`src/design/ttv_pkg.sv`:
```
// Shared types, constants and helpers for the triangle tangent block.
`timescale 1ns / 1ps
`default_nettype none
package ttv_pkg;

    localparam int NORM_BIT = 29;
    localparam logic signed [32:0] DIFF_MAX = 33'sd2147483647;

    typedef struct packed {
        logic signed [31:0] pos_x;
        logic signed [31:0] pos_y;
        logic signed [31:0] pos_z;
        logic signed [31:0] tex_u;
        logic signed [31:0] tex_v;
    } vertex_t;

    typedef struct packed {
        logic signed [31:0] e0x;
        logic signed [31:0] e0y;
        logic signed [31:0] e0z;
        logic signed [31:0] e1x;
        logic signed [31:0] e1y;
        logic signed [31:0] e1z;
        logic signed [31:0] d0u;
        logic signed [31:0] d0v;
        logic signed [31:0] d1u;
        logic signed [31:0] d1v;
    } job_t;

    typedef enum logic [3:0] {
        B_IDLE,
        B_MUL,
        B_CHECK,
        B_NORM,
        B_SQR,
        B_SQRT,
        B_DINIT,
        B_DIV,
        B_DSTORE,
        B_OUT
    } back_state_t;

    function automatic logic signed [31:0] sat_diff(input logic signed [31:0] hi,
                                                    input logic signed [31:0] lo);
        logic signed [32:0] d;
        d = 33'(hi) - 33'(lo);
        if (d > DIFF_MAX) begin
            return DIFF_MAX[31:0];
        end else if (d < -DIFF_MAX) begin
            return -(DIFF_MAX[31:0]);
        end
        return d[31:0];
    endfunction

endpackage
`default_nettype wire

```
`src/design/ttv_queue.sv`:
```
// Two-entry job queue between the corner front end and the tangent engine.
`timescale 1ns / 1ps
`default_nettype none
module ttv_queue (
    input  wire             aclk,
    input  wire             aresetn,
    input  wire             push,
    input  ttv_pkg::job_t   push_data,
    output logic            full,
    output logic            pop_valid,
    input  wire             pop,
    output ttv_pkg::job_t   pop_data
);

    ttv_pkg::job_t mem [2];
    logic       wr_ptr_reg, wr_ptr_next;
    logic       rd_ptr_reg, rd_ptr_next;
    logic [1:0] count_reg, count_next;
    logic       do_push, do_pop;

    assign full      = (count_reg == 2'd2);
    assign pop_valid = (count_reg != 2'd0);
    assign do_push   = push && !full;
    assign do_pop    = pop && pop_valid;
    assign pop_data  = mem[rd_ptr_reg];

    always_comb begin
        wr_ptr_next = do_push ? !wr_ptr_reg : wr_ptr_reg;
        rd_ptr_next = do_pop ? !rd_ptr_reg : rd_ptr_reg;
        count_next  = count_reg;
        if (do_push && !do_pop) begin
            count_next = count_reg + 2'd1;
        end else if (do_pop && !do_push) begin
            count_next = count_reg - 2'd1;
        end
    end

    always_ff @(posedge aclk) begin
        if (do_push) begin
            mem[wr_ptr_reg] <= push_data;
        end
    end

    always_ff @(posedge aclk) begin
        if (!aresetn) begin
            wr_ptr_reg <= 1'b0;
            rd_ptr_reg <= 1'b0;
            count_reg  <= 2'd0;
        end else begin
            wr_ptr_reg <= wr_ptr_next;
            rd_ptr_reg <= rd_ptr_next;
            count_reg  <= count_next;
        end
    end

endmodule
`default_nettype wire

```
`config.mk`:
```
export PLATFORM = sky130hd
export DESIGN_NAME = ttv_queue
export DESIGN_NICKNAME = d
export VERILOG_FILES = /design/src/design/ttv_pkg.sv /design/src/design/ttv_queue.sv
export SDC_FILE = /design/constraint.sdc
export NUM_CORES = 1
export LEC_CHECK = 0
export ABC_AREA = 1
export BUFFER_PORTS_ARGS = -buffer_cell sky130_fd_sc_hd__buf_4
export CAP_MARGIN = 20
export CORE_AREA = 2 2 253 255
export DETAILED_ROUTE_END_ITERATION = 8
export DIE_AREA = 0 0 255 257
export GPL_TIMING_DRIVEN = 0
export PLACE_DENSITY = 0.68
export SETUP_SLACK_MARGIN = 0.3
export SLEW_MARGIN = 15
export SYNTH_ARGS = -nofsm -noshare
export SYNTH_HDL_FRONTEND = slang
export SYNTH_SLANG_ARGS = --single-unit
```
`constraint.sdc`:
```
create_clock -name aclk -period 58.6 [get_ports aclk]
set_clock_uncertainty 0.05 [all_clocks]
set_input_delay 17.58 -clock aclk [delete_from_list [all_inputs] [get_ports aclk]]
set_output_delay 17.58 -clock aclk [all_outputs]
set_load 0.02 [all_outputs]
```
Word level (Yosys, flattened, before mapping)
Memories as Yosys holds them, arrays and structs flattened. A register that Yosys moved wholly into a read port is not among the register bits.
Cells that the tools add are included.
{ "word_totals": {"regBits": 4, "latch_bits": 0, "ram_bits": 640, "romBits": 0, "in_bits": 324, "out_inout_bits": 322, "word_cells": 24, "n_memories": 1} }
{ "classes": {"n_addsub": 2, "n_mul": 0, "div": 0, "n_lt_le_gt_ge": 0, "n_eq_ne": 1, "shift": 0, "muxes": 6, "n_bitwise": 0, "reduce_logical": 11} }
{ "mem_list": {"columns": ["memory", "words", "width", "read_ports", "rd_ports_with_merged_regs", "write_ports", "line", "rtl"], "rows": [
  ["mem", 2, 320, 1, 1, 1, "ttv_queue.sv:15", "ttv_pkg::job_t mem [2];"]
]} }
{ "op_table": {"columns": ["operator", "count"], "rows": [
  ["$logic_not A1 Y1", 5],
  ["$logic_and A1 B1 Y1", 4],
  ["$mux W1", 4],
  ["$mux W2", 2],
  ["$reduce_bool A2 Y1", 2],
  ["$add A2 B1 Y2 const B", 1],
  ["$eq A2 B2 Y1 const B", 1],
  ["$sub A2 B1 Y2 const B", 1]
]} }

Depth between registers and ports, before layout
Gate-level depths: netlist (run 1).
{ "depth": {"depth_word": 7, "depth_mapped": 10, "ltp_nobuf": 10} }

Least setup slack after synthesis (run 1)
OpenSTA, ideal clock, no wires.
{ "synth_path": {"kind": "input to register", "from": "in push", "to": "mem mem[0][0] in the netlist's numbering (enable)", "setup_time_ps": 1010, "t_arrival_ps": 30979, "setup_slack_ps": 26561, "stages": 2, "path_buffers": 0, "path_cell_list": "o21ai_0 -> nor2_1"} }
{ "synth_between": {"elab_chain_len": 3} }
{ "synth_rtl": {"columns": ["element", "line", "rtl"], "rows": [
  ["start, declared", "ttv_queue.sv:7", "input wire push,"],
  ["$logic_and A1 B1 Y1", "ttv_queue.sv:23", "assign do_push = push && !full;"],
  ["$mux W1", "ttv_queue.sv:39", "if (do_push) begin"],
  ["$mux W1 (implied by the code)", "ttv_queue.sv:40", "mem[wr_ptr_reg] <= push_data;"],
  ["end, declared", "ttv_queue.sv:15", null]
]} }
No other way between the ends.

==> flow_metrics.env, run 1 <==
export IMPL_outcome="finished, final reports clean"
export IMPL_timing_fmax_ghz=0.0504
export IMPL_vias=12337
export IMPL_grt_pass1_wl_mm=83.0
export IMPL_grt_util_all_layers_pct=17.2
export IMPL_rsz0062_at_grt="no"
export IMPL_portBuffers=645
export IMPL_core_area_mm2=0.0627
export IMPL_antenna_found_initial=4
export IMPL_pwr_density_cell_mw_per_mm2=43.8
export IMPL_power_mw=1.47
export IMPL_std_cell_rows=92
export IMPL_tightest_slew_ns=0.818
export IMPL_overflow=0
export IMPL_cts_resized=0
export IMPL_synth_seq_cells=645
export IMPL_synthCells=1033
export IMPL_crit_slowest_cell="buf_2"
export IMPL_path_max_fanout=10
export IMPL_setup_violations=0
export IMPL_wl_mm=58.3
export IMPL_layout_nets=2102
export IMPL_dpl_hpwl_mm=42.7
export IMPL_crit_chain="buf_6 -> buf_2 -> mux2_2 -> buf_4"
export IMPL_final_cell_mix="buf_4, edfxtp_1, mux2_4"
export IMPL_clockRootBuffer="clkbuf_16"
export IMPL_synth_avg_cell_area_um2=24.1
export IMPL_yosys_area_top_type="edfxtp_1"
export IMPL_dp_cells=2554
export IMPL_crit_required_ns=40.97
export IMPL_ios=646
export IMPL_viasPerCell=4.61
export IMPL_critPathMaxStageDelay_ns=0.53
export IMPL_reg2reg_depth=8
export IMPL_postLayoutCoreUtil_pct=53.6
export IMPL_max_cap_violations=0
export IMPL_ys_types=16
export IMPL_min_period_ns=19.83
export IMPL_initial_utilization_pct=39.6
export IMPL_crit_type="flop to output port"
export IMPL_clkLatencyLatePin_ns=0.59
export IMPL_synth_area_top_cells="edfxtp_1, mux2_4, buf_12"
export IMPL_slew_headroom_pct=44.9
export IMPL_cts_tree="yes"
export IMPL_irDropWorstVdd_mv=0.0293
export IMPL_timing_final_max_slew_violations=0
export IMPL_grt_pass1_vias=13244
export IMPL_ys_warnings_count=0
export IMPL_clock_path_buffers=3
export IMPL_synth_top_area_share_pct=77.3
export IMPL_largest_register_ff_count=640
export IMPL_fin_cells=2677
export IMPL_place_congestion=0.789
export IMPL_clock_sinks=645
export IMPL_drive_above_1_share_pct=61.5
export IMPL_area_growth_pct=35.1
export IMPL_fin_crit_sh_pct=33.8
export IMPL_grt_max_degree=29
export IMPL_p_leak_nw=13.1
export IMPL_path_clk_slew_ns=0.06
export IMPL_htreeDepth=3
export IMPL_min_path_type="flop to flop"
export IMPL_finalSetupTns_ns=0
export IMPL_dieArea_mm2=0.0655
export IMPL_seq_area_frac_synth_pct=77.7
export IMPL_arrival_ns=2.20
export IMPL_cts_setup_buffers=0
export IMPL_fp_dieH_um=257
export IMPL_post_drt_wl_per_cell_um=21.8
export IMPL_first_pass_iters=4
export IMPL_hold_violations=0
export IMPL_final_common_cell="buf_4"
export IMPL_critPathLaunchType="flop"
export IMPL_cts_hold_buf=0
export IMPL_drc=0
export IMPL_syn_cell_area_mm2=0.0249
export IMPL_ant_nets=0
export IMPL_cts_inserted_buffers=67
export IMPL_endpoint_kind="output port"
export IMPL_syn_nets=1358
export IMPL_drtIter0Drc=581
export IMPL_holdPathStages=2
export IMPL_die_w_um=255
-- critical path: cells and delay by family (launching register included) --
kind | cells | cell delay [ns]
muxes | 1 | 0.46
DFF | 1 | 0.32
buffers and inverters | 3 | 0.84
-- synth_stat cells (all sizes together) --
master	number
nand4	1
o21ai	3
nand3	1
inv	8
nand2	7
dfxtp	5
a21oi	1
mux2	320
ha	1
o21a	1
edfxtp	640
buf	36
nor2	9
-- power by group --
| group | leakage, nW | internal [mW] | switching (mW) |
|---|---|---|---|
| Combinational | 6.04 | 0.234 | 0.238 |
| Clock | 1.01 | 0.230 | 0.173 |
| Sequential | 6.01 | 0.582 | 0.0146 |
-- final timing paths --
check | start | end | slack [ns]
max | flop | pop_data[1] | 38.77
min | rd_ptr_reg | flop | 0.46
max reg2reg | count_reg[1] | mem[1][102] | 55.97
min reg2reg | rd_ptr_reg | flop | 0.46
-- kinds of logic (layout without fill, tap and decap cells) --
family | Yosys count | in the layout | share of synthesized area, %
other | 0 | 1 | 0
flip-flops | 645 | 645 | 77.7
buffers and inverters | 44 | 841 | 2.86
AND/OR/NAND/NOR | 18 | 18 | 0.287
multiplexers | 320 | 320 | 19.0
adder cells (fa/ha/maj) | 1 | 1 | 0.0503
AO/OA/AOI/OAI | 5 | 5 | 0.111
-- layout make-up --
class                           count  area, um^2
Fill cell                        4910       29100
Sequential cell                   645       19300
Timing Repair Buffer              675        5570
Multi-Input combinational cell    344        4860
Clock buffer                       81        1770
Tap cell                          846        1060
Buffer                             36         682
Clock inverter                     41         309
Inverter                            8        30.0
Antenna cell                        1        2.50
-- metrics by stage --
step	worst slack, ns	area, um^2	hold slack, ns
2_1_floorplan	26.56	24900	0.417
3_3_place_gp	18.53	30800	0.438
3_5_place_dp	38.77	31500	0.449
4_1_cts	38.68	33600	0.464
5_1_grt	38.68	33600	0.488
6_report	38.77	33600	0.461
-- per-layer routing --
metal | GRT usage [%] | wire [um] | vias up
li1 | - | - | 5610
met1 | 17.5 | 19800 | 6146
met2 | 31.3 | 30800 | 494
met3 | 7.62 | 6420 | 81
met4 | 5.12 | 1170 | 6
met5 | 0 | 40 | -
Power figures use the tool's default switching activity.
==> run 2: changes to the inputs <==
--- a/config.mk
+++ b/config.mk
@@ -5,14 +5,14 @@
 export SDC_FILE = /design/constraint.sdc
 export NUM_CORES = 1
 export LEC_CHECK = 0
-export ABC_AREA = 1
+export ABC_AREA = 0
 export BUFFER_PORTS_ARGS = -buffer_cell sky130_fd_sc_hd__buf_4
 export CAP_MARGIN = 20
-export CORE_AREA = 2 2 253 255
+export CORE_AREA = 2 2 252 254
 export DETAILED_ROUTE_END_ITERATION = 8
-export DIE_AREA = 0 0 255 257
+export DIE_AREA = 0 0 254 256
 export GPL_TIMING_DRIVEN = 0
-export PLACE_DENSITY = 0.68
+export PLACE_DENSITY = 0.71
 export SETUP_SLACK_MARGIN = 0.3
 export SLEW_MARGIN = 15
 export SYNTH_ARGS = -nofsm -noshare
==> constraint.sdc (replaced) <==
create_clock -name aclk -period 18.2 [get_ports aclk]
set_clock_uncertainty 0.05 [all_clocks]
set_input_delay 5.46 -clock aclk [delete_from_list [all_inputs] [get_ports aclk]]
set_output_delay 5.46 -clock aclk [all_outputs]
set_load 0.02 [all_outputs]
==> run 2 against run 1 <==
Effect of this change: clock power grew to 3.3 times the previous value; first-iteration DRC count is 18% higher; critical endpoint is now pop_data[196]; critical path type unchanged; design area decreased by 0.41%; critical path depth increased by 1; hold slack gained 0.045 ns; total power grew to 3.4 times the previous value.
==> flow_metrics.env, run 2 <==
export IMPL_p_leak_nw=13.0
export IMPL_ios=646
export IMPL_cts_resized=0
export IMPL_yosys_top_cells_count="edfxtp_1, mux2_4, buf_12"
export IMPL_rsz0062_at_grt="no"
export IMPL_vias=12373
export IMPL_crit_chain="buf_6 -> buf_12 -> buf_12 -> mux2_4 -> buf_4"
export IMPL_syn_cell_area_mm2=0.0249
export IMPL_crit_type="flop to output port"
export IMPL_final_cell_mix="buf_4, edfxtp_1, mux2_4"
export IMPL_clockRootBuffer="clkbuf_16"
export IMPL_initial_utilization_pct=39.9
export IMPL_die_w_um=254
export IMPL_yosysMostFrequentCell="edfxtp_1"
export IMPL_syn_nets=1346
export IMPL_overflow=0
export IMPL_pwr_density_cell_mw_per_mm2=148
export IMPL_min_period_ns=7.50
export IMPL_ys_warnings_count=0
export IMPL_cts_hold_buf=0
export IMPL_dp_cells=2543
export IMPL_power_frac_comb_pct=34.5
export IMPL_core_area_mm2=0.0624
export IMPL_arrival_ns=1.99
export IMPL_synth_edf_count=640
export IMPL_timing_fmax_ghz=0.133
export IMPL_grt_pass1_wl_mm=82.4
export IMPL_dpl_hpwl_mm=42.0
export IMPL_tightest_slew_ns=0.775
export IMPL_n_antenna_cell=0
export IMPL_critPathMaxStageDelay_ns=0.32
export IMPL_clock_sinks=645
export IMPL_cts_inserted_buffers=70
export IMPL_layout_nets=2094
export IMPL_post_drt_wl_per_cell_um=21.5
export IMPL_drc=0
export IMPL_ys_types=23
export IMPL_synth_avg_cell_area_um2=24.4
export IMPL_cts_setup_buffers=0
export IMPL_crit_slowest_cell="dfxtp_1"
export IMPL_timing_final_max_slew_violations=0
export IMPL_min_path_type="flop to flop"
export IMPL_fp_dieH_um=256
export IMPL_area_growth_pct=34.6
export IMPL_ys_flop_type="edfxtp_1"
export IMPL_grt_util_all_layers_pct=17.2
export IMPL_swShare_pct=29.4
export IMPL_fillerInstances=4851
export IMPL_seqPwrFrac_pct=38.6
export IMPL_synth_top_area_share_pct=77.3
export IMPL_cts_tree="yes"
export IMPL_place_congestion=0.764
export IMPL_cp_top_family="buffers and inverters"
export IMPL_internal_power_mw=3.49
export IMPL_worst_path_buf_inv=4
export IMPL_wl_mm=57.2
export IMPL_slew_headroom_pct=48.2
export IMPL_outcome="finished, final reports clean"
export IMPL_hold_violations=0
export IMPL_crit_required_ns=12.69
export IMPL_first_pass_iters=4
export IMPL_drtIter0Drc=688
export IMPL_ant_nets=0
export IMPL_path_clk_slew_ns=0.06
export IMPL_setup_violations=0
export IMPL_yosys_area_top_type="edfxtp_1"
export IMPL_path_max_fanout=10
export IMPL_seq_area_frac_synth_pct=77.7
export IMPL_synthCells=1021
export IMPL_clkPwrFrac_pct=26.9
export IMPL_largest_register_ff_count=640
export IMPL_htreeDepth=3
export IMPL_drive_above_1_share_pct=61.8
export IMPL_antenna_found_initial=4
export IMPL_dieArea_mm2=0.0650
export IMPL_grt_max_degree=50
export IMPL_viasPerCell=4.64
export IMPL_grt_pass1_vias=13251
export IMPL_final_common_cell="buf_4"
export IMPL_switchingPower_mw=1.45
export IMPL_synth_area_top_cells="edfxtp_1, mux2_4, buf_12"
export IMPL_std_cell_rows=92
export IMPL_synth_seq_cells=645
export IMPL_async_flop_share_pct=0
export IMPL_clock_path_buffers=3
export IMPL_fin_cells=2665
export IMPL_critPathMostFrequentCell="buf_12"
export IMPL_critPathLaunchType="flop"
export IMPL_fin_crit_sh_pct=41.2
export IMPL_max_cap_violations=0
export IMPL_portBuffers=645
export IMPL_irDropWorstVdd_mv=0.0996
export IMPL_finalSetupTns_ns=0
export IMPL_endpoint_kind="output port"
export IMPL_clkLatencyLatePin_ns=0.58
run 2: cell types whose count changed after synthesis, sizes merged, moves of 2 or more:
cell,previous run,this run
nor2,9,1
xnor2,0,2
nand2,7,0
a21boi,0,2
and2,0,3
inv,8,2
run 2: layout make-up:
cell class	instances	area (um^2)	share of cell area, %
buffer	36	682	2.04
clock buffer	87	1840	5.49
clock inverter	35	299	0.894
inverter	2	7.51	0.0224
multi-input combinational	338	4870	14.6
sequential	645	19300	57.7
tap	846	1060	3.16
timing repair buffer	676	5390	16.1
run 2: power by group through the flow:
stage               logic (mW)  clock network (mW)  registers [mW]
floorplan                 1.06                   0            1.99
CTS                       1.73                1.37            1.91
detailed placement        1.73                   0            1.94
global placement          1.65                   0            2.04
global route              1.79                1.43            1.92
finish                    1.70                1.33            1.91
run 2: layer usage:
metal / share of wire (%) / vias up / GRT usage (%)
met5: 0.098 / - / 0
met4: 3.5 / 8 / 7.25
met3: 10 / 120 / 6.88
met2: 52 / 476 / 30.1
met1: 35 / 6169 / 18.1
li1: - / 5600 / -
run 2: through the flow:
stage	instance area, um^2	total power [mW]	hold slack (ns)	util, %	worst slack [ns]
final	33500	4.94	0.506	53.6	10.70
after floorplan	24900	3.05	0.429	-	4.57
after CTS	33500	5.01	0.502	53.6	10.62
after detailed placement	31300	3.67	0.491	50.2	10.19
after global routing	33500	5.14	0.516	53.6	10.62
after global placement	30800	3.69	0.458	49.3	0.254
run 2: worst min-delay path: cells and delay by family, from the launching register on:
kind / cells / cell delay (ns)
flip-flops: 1 / 0.34
AO/OA/AOI/OAI: 2 / 0.17
run 2: cell families (layout without fill, tap and decap cells):
| logic type | Yosys count | count (layout) | share of synthesized area, % |
|---|---|---|---|
| buf+inv | 38 | 836 | 2.77 |
| xor+xnor | 3 | 3 | 0.106 |
| flops | 645 | 645 | 77.7 |
| compound gates | 5 | 5 | 0.131 |
| simple gates | 9 | 9 | 0.232 |
| fa+ha+maj | 1 | 1 | 0.0503 |
| mux | 320 | 320 | 19.0 |
run 2: final timing paths:
kind,startpoint,slack (ns),cells past startpoint,end
worst max-delay path,flop,10.70,5,pop_data[196]
worst min-delay path,count_reg[1],0.51,2,count_reg[1]
worst max register to register,count_reg[0],15.23,10,mem[0][245]
worst min register to register,count_reg[1],0.51,2,count_reg[1]
