--- src/design/ttv_pkg.sv ---
// Shared types, constants and helpers for the triangle tangent block.
`timescale 1ns / 1ps
`default_nettype none
package ttv_pkg;

    localparam int NORM_BIT = 29;
    localparam logic signed [32:0] DIFF_MAX = 33'sd2147483647;

    typedef struct packed {
        logic signed [31:0] pos_x;
        logic signed [31:0] pos_y;
        logic signed [31:0] pos_z;
        logic signed [31:0] tex_u;
        logic signed [31:0] tex_v;
    } vertex_t;

    typedef struct packed {
        logic signed [31:0] e0x;
        logic signed [31:0] e0y;
        logic signed [31:0] e0z;
        logic signed [31:0] e1x;
        logic signed [31:0] e1y;
        logic signed [31:0] e1z;
        logic signed [31:0] d0u;
        logic signed [31:0] d0v;
        logic signed [31:0] d1u;
        logic signed [31:0] d1v;
    } job_t;

    typedef enum logic [3:0] {
        B_IDLE,
        B_MUL,
        B_CHECK,
        B_NORM,
        B_SQR,
        B_SQRT,
        B_DINIT,
        B_DIV,
        B_DSTORE,
        B_OUT
    } back_state_t;

    function automatic logic signed [31:0] sat_diff(input logic signed [31:0] hi,
                                                    input logic signed [31:0] lo);
        logic signed [32:0] d;
        d = 33'(hi) - 33'(lo);
        if (d > DIFF_MAX) begin
            return DIFF_MAX[31:0];
        end else if (d < -DIFF_MAX) begin
            return -(DIFF_MAX[31:0]);
        end
        return d[31:0];
    endfunction

endpackage
`default_nettype wire

--- src/design/ttv_front.sv ---
// Corner front end: holds two corners and forms clamped edge and texture deltas.
`timescale 1ns / 1ps
`default_nettype none
module ttv_front (
    input  wire               aclk,
    input  wire               aresetn,
    input  wire               in_valid,
    output logic              in_ready,
    input  ttv_pkg::vertex_t  in_vtx,
    output logic              push,
    output ttv_pkg::job_t     push_data,
    input  wire               queue_full
);

    logic [1:0]       corner_reg, corner_next;
    ttv_pkg::vertex_t a_reg, b_reg;
    logic             take, third;

    assign third    = (corner_reg >= 2'd2);
    assign in_ready = !third || !queue_full;
    assign take     = in_valid && in_ready;
    assign push     = take && third;

    always_comb begin
        push_data.e0x = ttv_pkg::sat_diff(b_reg.pos_x, a_reg.pos_x);
        push_data.e0y = ttv_pkg::sat_diff(b_reg.pos_y, a_reg.pos_y);
        push_data.e0z = ttv_pkg::sat_diff(b_reg.pos_z, a_reg.pos_z);
        push_data.e1x = ttv_pkg::sat_diff(in_vtx.pos_x, a_reg.pos_x);
        push_data.e1y = ttv_pkg::sat_diff(in_vtx.pos_y, a_reg.pos_y);
        push_data.e1z = ttv_pkg::sat_diff(in_vtx.pos_z, a_reg.pos_z);
        push_data.d0u = ttv_pkg::sat_diff(b_reg.tex_u, a_reg.tex_u);
        push_data.d0v = ttv_pkg::sat_diff(b_reg.tex_v, a_reg.tex_v);
        push_data.d1u = ttv_pkg::sat_diff(in_vtx.tex_u, a_reg.tex_u);
        push_data.d1v = ttv_pkg::sat_diff(in_vtx.tex_v, a_reg.tex_v);
        corner_next   = corner_reg;
        if (take) begin
            corner_next = third ? 2'd0 : corner_reg + 2'd1;
        end
    end

    always_ff @(posedge aclk) begin
        if (take && corner_reg == 2'd0) begin
            a_reg <= in_vtx;
        end
        if (take && corner_reg == 2'd1) begin
            b_reg <= in_vtx;
        end
    end

    always_ff @(posedge aclk) begin
        if (!aresetn) begin
            corner_reg <= 2'd0;
        end else begin
            corner_reg <= corner_next;
        end
    end

endmodule
`default_nettype wire

--- config.mk ---
export PLATFORM = sky130hd
export DESIGN_NAME = ttv_front
export DESIGN_NICKNAME = d
export VERILOG_FILES = /design/src/design/ttv_pkg.sv /design/src/design/ttv_front.sv
export SDC_FILE = /design/constraint.sdc
export NUM_CORES = 1
export LEC_CHECK = 0
export BUFFER_PORTS_ARGS = -buffer_cell sky130_fd_sc_hd__buf_2
export CAP_MARGIN = 40
export CORE_ASPECT_RATIO = 1.2
export CORE_MARGIN = 3
export CORE_UTILIZATION = 63
export DETAILED_ROUTE_END_ITERATION = 6
export PLACE_DENSITY = 0.95
export SLEW_MARGIN = 20
export SYNTH_ARGS = -nofsm -noshare
export SYNTH_HDL_FRONTEND = slang
export SYNTH_SLANG_ARGS = --single-unit
--- constraint.sdc ---
create_clock -name aclk -period 28.9 [get_ports aclk]
set_input_delay 2.89 -clock aclk [delete_from_list [all_inputs] [get_ports aclk]]
set_output_delay 2.89 -clock aclk [all_outputs]
set_load 0.02 [all_outputs]
Yosys cells after proc, flatten, opt, wreduce, memory -nomap -nowiden

Cells that the tools add are included.

Bits in registers: 322
Latch bits: 0
Memory bits (writable): 0
Bits in read-only memories: 0
Input bits: 164
Output and inout bits: 322
Logic and storage cells: 103
Memories kept: 0

$add $sub $neg: 11
Multiply operators: 0
Divide/modulo/power cells: 0
Magnitude comparators: 21
Equal/unequal tests: 1
Shifts and indexed selects: 0
Mux-type cells: 51
Bitwise gates (word level): 0
Reduce and logical (&&, ||, !) cells: 8

Operators with widths:

| operator                                                         | number |
|---|---|
| 2-to-1 mux 32 bit                                                | 30 |
| greater-than comparator 33 x 32 -> 1 bit (second input constant) | 10 |
| less-than comparator 33 x 32 -> 1 bit (second input constant)    | 10 |
| subtractor 32 x 32 -> 33 bit                                     | 10 |
| 2-to-1 mux 1 bit                                                 | 20 |
| logical AND 1 bit                                                | 4 |
| adder 2 x 1 -> 2 bit (second input constant)                     | 1 |
| == test 2 x 1 -> 1 bit (second input constant)                   | 1 |
| >= comparator 2 bit (second input constant)                      | 1 |
| logical NOT 1 bit                                                | 2 |
| logical NOT 2 bit                                                | 1 |
| 2-to-1 mux 2 bit                                                 | 1 |
| logical OR 1 bit                                                 | 1 |

Longest topological paths before layout

Gate-level depths: netlist of the first run.

Word-level depth: 5
Mapped depth: 16
Gate-level depth less buffers: 15

Worst setup path after synthesis of the first run

No wires, ideal clock.

Kind: input -> register
Start point: input in_valid
End point: register a_reg[0] (netlist bit), enable pin
Library setup time: 877 ps
Data arrival time: 13,718 ps
Data required time: 28,023 ps
Slack: 14,305 ps
Cell stages on the path: 2
Path buffers: 0
Cell sequence: inv_1 nor3_1

Word-level cells in the longest chain between the ends: 2

RTL lines:

| item                 | line            | text |
|---|---|---|
| start, declared      | ttv_front.sv:7  | `input wire in_valid,` |
| logical AND 1 bit    | ttv_front.sv:21 | `assign take = in_valid && in_ready;` |
| logical AND 1 bit    | ttv_front.sv:42 | `if (take && corner_reg == 2'd0) begin` |
| end signal, assigned | ttv_front.sv:43 | `a_reg <= in_vtx;` |
| end, declared        | ttv_front.sv:16 | `ttv_pkg::vertex_t a_reg, b_reg;` |

Every way passes these cells.
A chain may end at the register's enable or synchronous reset.

==> run_results.csv, run 1 <==
group,metric,value,unit
clocking,cts_tree,"yes",
grt,grt_usage,35.8,%
layout,drive_above_1_share,15.0,%
floorplanning,die_area,55000,um2
setup_path,cp-start-kind,"primary input",
route,first_pass_iters,7,
pwr,vdd_drop_max,45.7,uV
grt,antenna_found_initial,24,
timing,skew,11.6,ps
route,wl_met3,10200,um
timing,fin_crit_sh,35.8,%
status,violations,"design-rule violations",
floorplanning,die_h,256,um
route,wl_met2,49000,um
synthesis,synth_ff_type,"edfxtp_1",
grt,grt_pass1_wl,162000,um
timing,fin_crit,10350,ps
clocking,htreeDepth,2,
clocking,cts_root_buffer,"clkbuf_16",
clocking,cts_buffer_depth,3,
layout,register_area,9650,um2
pwr,finalPower,0.00214,W
job,maxCapViolCount,0,
timing,setup_viol,0,
timing,max_freq,96.7,MHz
layout,multiInputGateArea,21600,um2
clocking,ctsHoldBuffers,0,
setup_path,timing.rr.start,"corner_reg[1]",
route,drt-initial-drc-count,3882,
timing,tns,0,ps
setup_path,critPathCaptureType,"output port",
status,status,"finished with violations",
synthesis,ys.warnings.count,0,
pwr,p_leak,15.6,nW
synthesis,synth_area,32900,um2
setup_path,r2r_cells,6,
timing,slew_headroom,29.7,%
layout,postLayoutCellArea,37100,um2
place,numPortBuffers,485,
synthesis,synth_seq_cells,322,
layout,fillers,3757,
route,ant_nets,0,
timing,final_hold_viol_count,0,
synthesis,synth_edf_count,320,
pwr,p_per_area,57.8,nW/um2
clocking,numClockSinks,322,
worst_hold_path,min_delay_path_depth,2,
place,dp_hpwl,80900,um
floorplanning,io_pins,486,
synthesis,async_flop_share,0,%
route,highest_layer,"met5",
timing,worstMarginPinSlew,1050,ps
setup_path,worst-endpoint-required,26010,ps
synthesis,synth_top_area_share,29.2,%
timing,drv_slew,0,
grt,grt.overflow.total,0,
setup_path,critPathArrivalTime,7460,ps
clocking,insertion_delay,560,ps
grt,grt_pass1_vias,30800,
setup_path,r2r_end,"b_reg[96]",
worst_hold_path,hp-start,"corner_reg[1]",
layout,area_growth_syn_to_layout,12.8,%
layout,fin_util,72.0,%
floorplanning,rows,91,
grt,grt_max_degree,161,
floorplanning,start_util,63.8,%
clocking,cts_resized,0,
setup_path,cp_max_fo,18,
synthesis,yosysSeqAreaShare,29.3,%
synthesis,synth_cells,3790,
synthesis,synth_area_leader_cell,"edfxtp_1",
route,vias_per_cell,6.63,
layout,nets,4693,
clocking,clkTransAtPathRegs,60,ps
worst_hold_path,whs_endpoint,"corner_reg[1]",
clocking,post-cts-setup-buffer-count,0,
route,via_count,32800,
route,routed_wl,104000,um
timing,grt_setup_unrepaired,"no",
synthesis,syn_avg_cell_area,8.68,um2
place,dpl-instance-area,35900,um2
floorplanning,core-area,51600,um2
clocking,cts_inserted_buffers,37,
floorplanning,die_w,215,um
worst_hold_path,hold_class,"reg -> reg",
route,post_drt_wl_per_cell,21.0,um
synthesis,synth.distinct_cells,96,
synthesis,synth_area_leaders,"edfxtp_1, ha_1, a21oi_1, maj3_1, xnor2_1",
setup_path,critical_path_class,"in -> out",
route,drcViolationCount,2,
route,met1_length,38400,um
place,place_congestion,0.987,
synthesis,syn_nets,4284,
setup_path,ff2ff_setup_slack,26450,ps
[worst max path at each step]
stage,startpoint,to,slack [ps],cells past startpoint
2_1_floorplan,in_valid,a_reg[0],14300,2
3_3_place_gp,in_vtx[64],push_data[142],18810,15
3_5_place_dp,in_vtx[64],push_data[142],18640,16
4_1_cts,in_vtx[64],push_data[142],18610,16
5_1_grt,in_vtx[64],push_data[142],18240,17
6_report,in_vtx[64],push_data[142],18550,17
[cells by family (layout without fill, tap and decap cells)]
family	count (synthesis)	count (layout)	share of synthesized area, %
DFF	322	322	29.3
other	0	21	0
and+or+nand+nor	1099	1099	17.1
buffers and inverters	444	877	5.18
adders and majority gates	509	509	18.2
muxes	22	22	0.707
AOI/OAI and AO/OA	1172	1172	23.5
xor gates and xnor gates	222	222	5.91
[metal layers]
metal	vias up	GRT usage, %
met2	1979	61.2
met1	15100	42.6
li1	15200	-
met3	482	7.29
met5	-	0
met4	8	18.5
[cell usage in the layout (no fill, tap or decap), types with 40 or more instances in the layout]
master	count
nand4_1	56
xor2_1	77
nor4_1	40
and3_1	47
nor3_1	103
a21o_1	95
nor2_1	262
maj3_1	179
nand2_1	231
nand3_1	90
buf_2	485
ha_1	320
o21bai_1	44
o21ai_0	198
o21a_1	58
a21oi_1	361
edfxtp_1	320
a211oi_1	72
and2_1	43
inv_1	299
xnor2_1	143
[where the power goes]
part / total (W) / switching [W] / internal (W)
clock: 0.000453 / 0.000199 / 0.000254
combinational: 0.00114 / 0.000742 / 0.000394
sequential: 0.000554 / 0.00000793 / 0.000546
[final cells by class]
type,count,area share [%]
multi-input combinational,3024,58.1
clock inverter,19,0.438
tap,697,2.35
inverter,300,3.05
timing repair buffer,514,7.35
sequential,322,26.0
clock buffer,44,2.56
antenna,21,0.142
[synthesized netlist by cell type (all sizes together) (26+ instances only)]
cell type / count
a211oi: 72
and2: 43
o21a: 58
nand2b: 26
o21ai: 204
o21bai: 44
a21o: 95
edfxtp: 320
nand2: 231
a31oi: 39
nor2: 262
nand4: 57
clkbuf: 120
nand3: 90
inv: 300
a21oi: 364
and3: 48
nor3: 104
xor2: 77
or3: 40
o211ai: 34
nor4: 40
xnor2: 145
ha: 320
maj3: 179
nor2b: 34
o31ai: 28
[through the flow]
stage | hold WS, ps | cells | setup WS [ps]
detailed placement | 543 | 4853 | 18640
CTS | 551 | 4916 | 18610
floorplan | 490 | 3790 | 14300
global placement | 526 | 4841 | 18810
finish | 549 | 4941 | 18550
global route | 592 | 4930 | 18240
[critical path, cell delays in order]
cell,delay [ps]
buf_2,110
inv_1,50
ha_1,160
inv_1,60
fa_1,400
a211oi_1,420
o21ai_0,230
a41o_1,340
a21oi_1,240
o221ai_1,250
o31ai_1,530
a21oi_2,240
buf_6,220
nor4_1,270
and4_1,610
nor3_1,190
buf_2,220
Power figures use the tool's default switching activity.
==> inputs of run 2 (changes only) <==
--- a/config.mk
+++ b/config.mk
@@ -9,9 +9,9 @@
 export CAP_MARGIN = 40
 export CORE_ASPECT_RATIO = 1.2
 export CORE_MARGIN = 3
-export CORE_UTILIZATION = 63
+export CORE_UTILIZATION = 60
 export DETAILED_ROUTE_END_ITERATION = 6
-export PLACE_DENSITY = 0.95
+export PLACE_DENSITY = 0.91
 export SLEW_MARGIN = 20
 export SYNTH_ARGS = -nofsm -noshare
 export SYNTH_HDL_FRONTEND = slang
==> constraint.sdc (replaced) <==
create_clock -name aclk -period 9.6 [get_ports aclk]
set_input_delay 0.96 -clock aclk [delete_from_list [all_inputs] [get_ports aclk]]
set_output_delay 0.96 -clock aclk [all_outputs]
set_load 0.02 [all_outputs]
==> run 2 against run 1 <==
  * The run now ends clean
  * Sequential share of layout area fell by 0.088 points
  * Sequential cell count did not move
  * Non-clock buffer count did not move
  * Hold slack improved by 30 ps
  * Global-route usage fell by 2.2 points
  * Worst setup slack got worse by 16000 ps
  * Clock power rose to 3.3 times the previous value
  * Via count fell by 1.9%
  * Register-to-register slack got worse by 19000 ps
  * Largest power group unchanged
==> run_results.csv, run 2 (synthesis results as in run 1) <==
group,metric,value,unit
grt,antenna_found_initial,28,
setup_path,r2r_end,"b_reg[15]",
pwr,p_leak,15.6,nW
worst_hold_path,hold_class,"reg -> reg",
place,dp.cells,4868,
floorplanning,die_h,263,um
setup_path,ff2ff_setup_slack,7370,ps
pwr,comb_power_share,51.9,%
timing,drv_slew,0,
clocking,cts_root_buffer,"clkbuf_16",
route,routed_wl,102000,um
clocking,cts_resized,0,
timing,skew,28.8,ps
clocking,ctsHoldBuffers,0,
place,place_congestion,0.992,
setup_path,crit_slowest_cell,"a2111oi_0",
setup_path,r2r_cells,4,
setup_path,critPathArrivalTime,5710,ps
timing,worstMarginPinSlew,981,ps
clocking,insertion_delay,590,ps
timing,fin_crit,6670,ps
setup_path,critical_path_class,"reg -> out",
layout,fin_util,69.0,%
setup_path,crit_buf_inv,3,
layout,stdcell_count,4955,
route,via_count,32100,
status,status,"finished clean",
setup_path,timing.rr.start,"corner_reg[1]",
route,drt-initial-drc-count,2763,
pwr,swShare,43.7,%
route,ant_nets,0,
timing,grt_setup_unrepaired,"no",
grt,grt_usage,33.5,%
grt,grt_pass1_vias,30000,
setup_path,crit_family,"compound AO/OA/AOI/OAI gates",
place,numPortBuffers,485,
layout,final_common_cell,"buf_2",
floorplanning,core-area,54000,um2
route,first_pass_iters,5,
clocking,htreeDepth,2,
layout,postLayoutCellArea,37200,um2
floorplanning,start_util,60.9,%
grt,grt_pass1_wl,157000,um
clocking,clkTransAtPathRegs,60,ps
pwr,internal-power,0.00368,W
setup_path,critPathMaxStageDelay,750,ps
clocking,cts_inserted_buffers,37,
layout,area_growth_syn_to_layout,13.2,%
layout,nets,4693,
timing,setup_viol,0,
pwr,p_clk_share,22.6,%
worst_hold_path,whs_endpoint,"corner_reg[1]",
setup_path,cp-start-kind,"flop",
worst_hold_path,min_delay_path_depth,2,
place,dpl-instance-area,35900,um2
grt,grt_max_degree,160,
timing,tns,0,ps
setup_path,cp_max_fo,13,
pwr,p_per_area,176,nW/um2
timing,fin_crit_sh,69.5,%
floorplanning,io_pins,486,
route,drcViolationCount,0,
grt,grt.overflow.total,0,
floorplanning,die_w,220,um
pwr,vdd_drop_max,161,uV
timing,max_freq,150,MHz
floorplanning,die_area,57700,um2
setup_path,worst-endpoint-required,8640,ps
clocking,post-cts-setup-buffer-count,0,
layout,final_cell_mix,"buf_2, a21oi_1, ha_1, edfxtp_1, inv_1",
setup_path,critPathCaptureType,"output port",
clocking,cts_tree,"yes",
job,maxCapViolCount,0,
timing,slew_headroom,34.6,%
worst_hold_path,hp-start,"corner_reg[1]",
pwr,power.switching,0.00286,W
setup_path,crit_start,"a_reg[32]",
timing,final_hold_viol_count,0,
place,dp_hpwl,79400,um
pwr,finalPower,0.00655,W
setup_path,cp_cell_sequence,"ha_1 > inv_1 > fa_1 > a211o_1 > nand3b_1 > a2111oi_2 > o211ai_1 > a2111oi_0 > o21ai_0 > a211o_1 > nand2_1 > nor2_1 > buf_4 > a211oi_1 > buf_2",
pwr,seq_power_share,25.5,%
clocking,numClockSinks,322,
floorplanning,rows,93,
route,vias_per_cell,6.49,
route,post_drt_wl_per_cell,20.6,um
clocking,cts_buffer_depth,3,
layout,drive_above_1_share,15.1,%
setup_path,cpMostUsedCell,"a211o_1",
run 2: cell count changes in the layout (fill, tap and decap cells not counted), moves of 2 or more:
cell | previous run | this run
diode_2 | 21 | 17
bufinv_16 | 2 | 5
clkbuf_1 | 8 | 5
clkinv_1 | 6 | 4
clkinv_4 | 3 | 1
clkinv_8 | 0 | 2
dlymetal6s2s_1 | 0 | 2
inv_6 | 4 | 6
run 2: area by class of cell:
type / instances / area [um2]
Timing Repair Buffer: 514 / 2720
Clock inverter: 24 / 290
Clock buffer: 42 / 945
Antenna cell: 17 / 42.5
Inverter: 300 / 1130
Multi-Input combinational cell: 3024 / 21600
Tap cell: 712 / 891
Fill cell: 4177 / 16700
Sequential cell: 322 / 9650
run 2: worst max-delay path by stage:
stage                      to  slack [ps]  cells past startpoint
3_3_place_gp   push_data[128]        3480                     15
5_1_grt         push_data[99]        2410                     15
6_report        push_data[99]        2930                     15
3_5_place_dp   push_data[128]        3330                     16
4_1_cts        push_data[106]        3090                     15
2_1_floorplan        a_reg[0]        1880                      2
run 2: power groups by stage:
stage	sequential [W]	combinational (W)	clock [W]
2_1_floorplan	0.00170	0.00232	0
3_3_place_gp	0.00169	0.00324	0
3_5_place_dp	0.00170	0.00330	0
4_1_cts	0.00167	0.00333	0.00149
5_1_grt	0.00167	0.00364	0.00155
6_report	0.00167	0.00340	0.00148
run 2: worst reg2reg max path: stages, from the launching register on:
cell and delay, ps:
dfxtp_1 360, nor2_1 150, nand2_1 140, inv_6 480
buf_4 710
run 2: metrics by stage:
step	hold WS [ps]	worst slack, ps
6_report	580	2930
5_1_grt	562	2410
4_1_cts	558	3090
3_5_place_dp	573	3330
3_3_place_gp	550	3480
2_1_floorplan	500	1880
run 2: per-layer routing:
layer / up-vias / global-route usage [%] / routed length, um
met3: 389 / 8.07 / 9970
met1: 14900 / 40.3 / 38400
met5: - / 0 / 95
met2: 1654 / 56.2 / 47900
met4: 16 / 16.2 / 5560
li1: 15200 / - / -
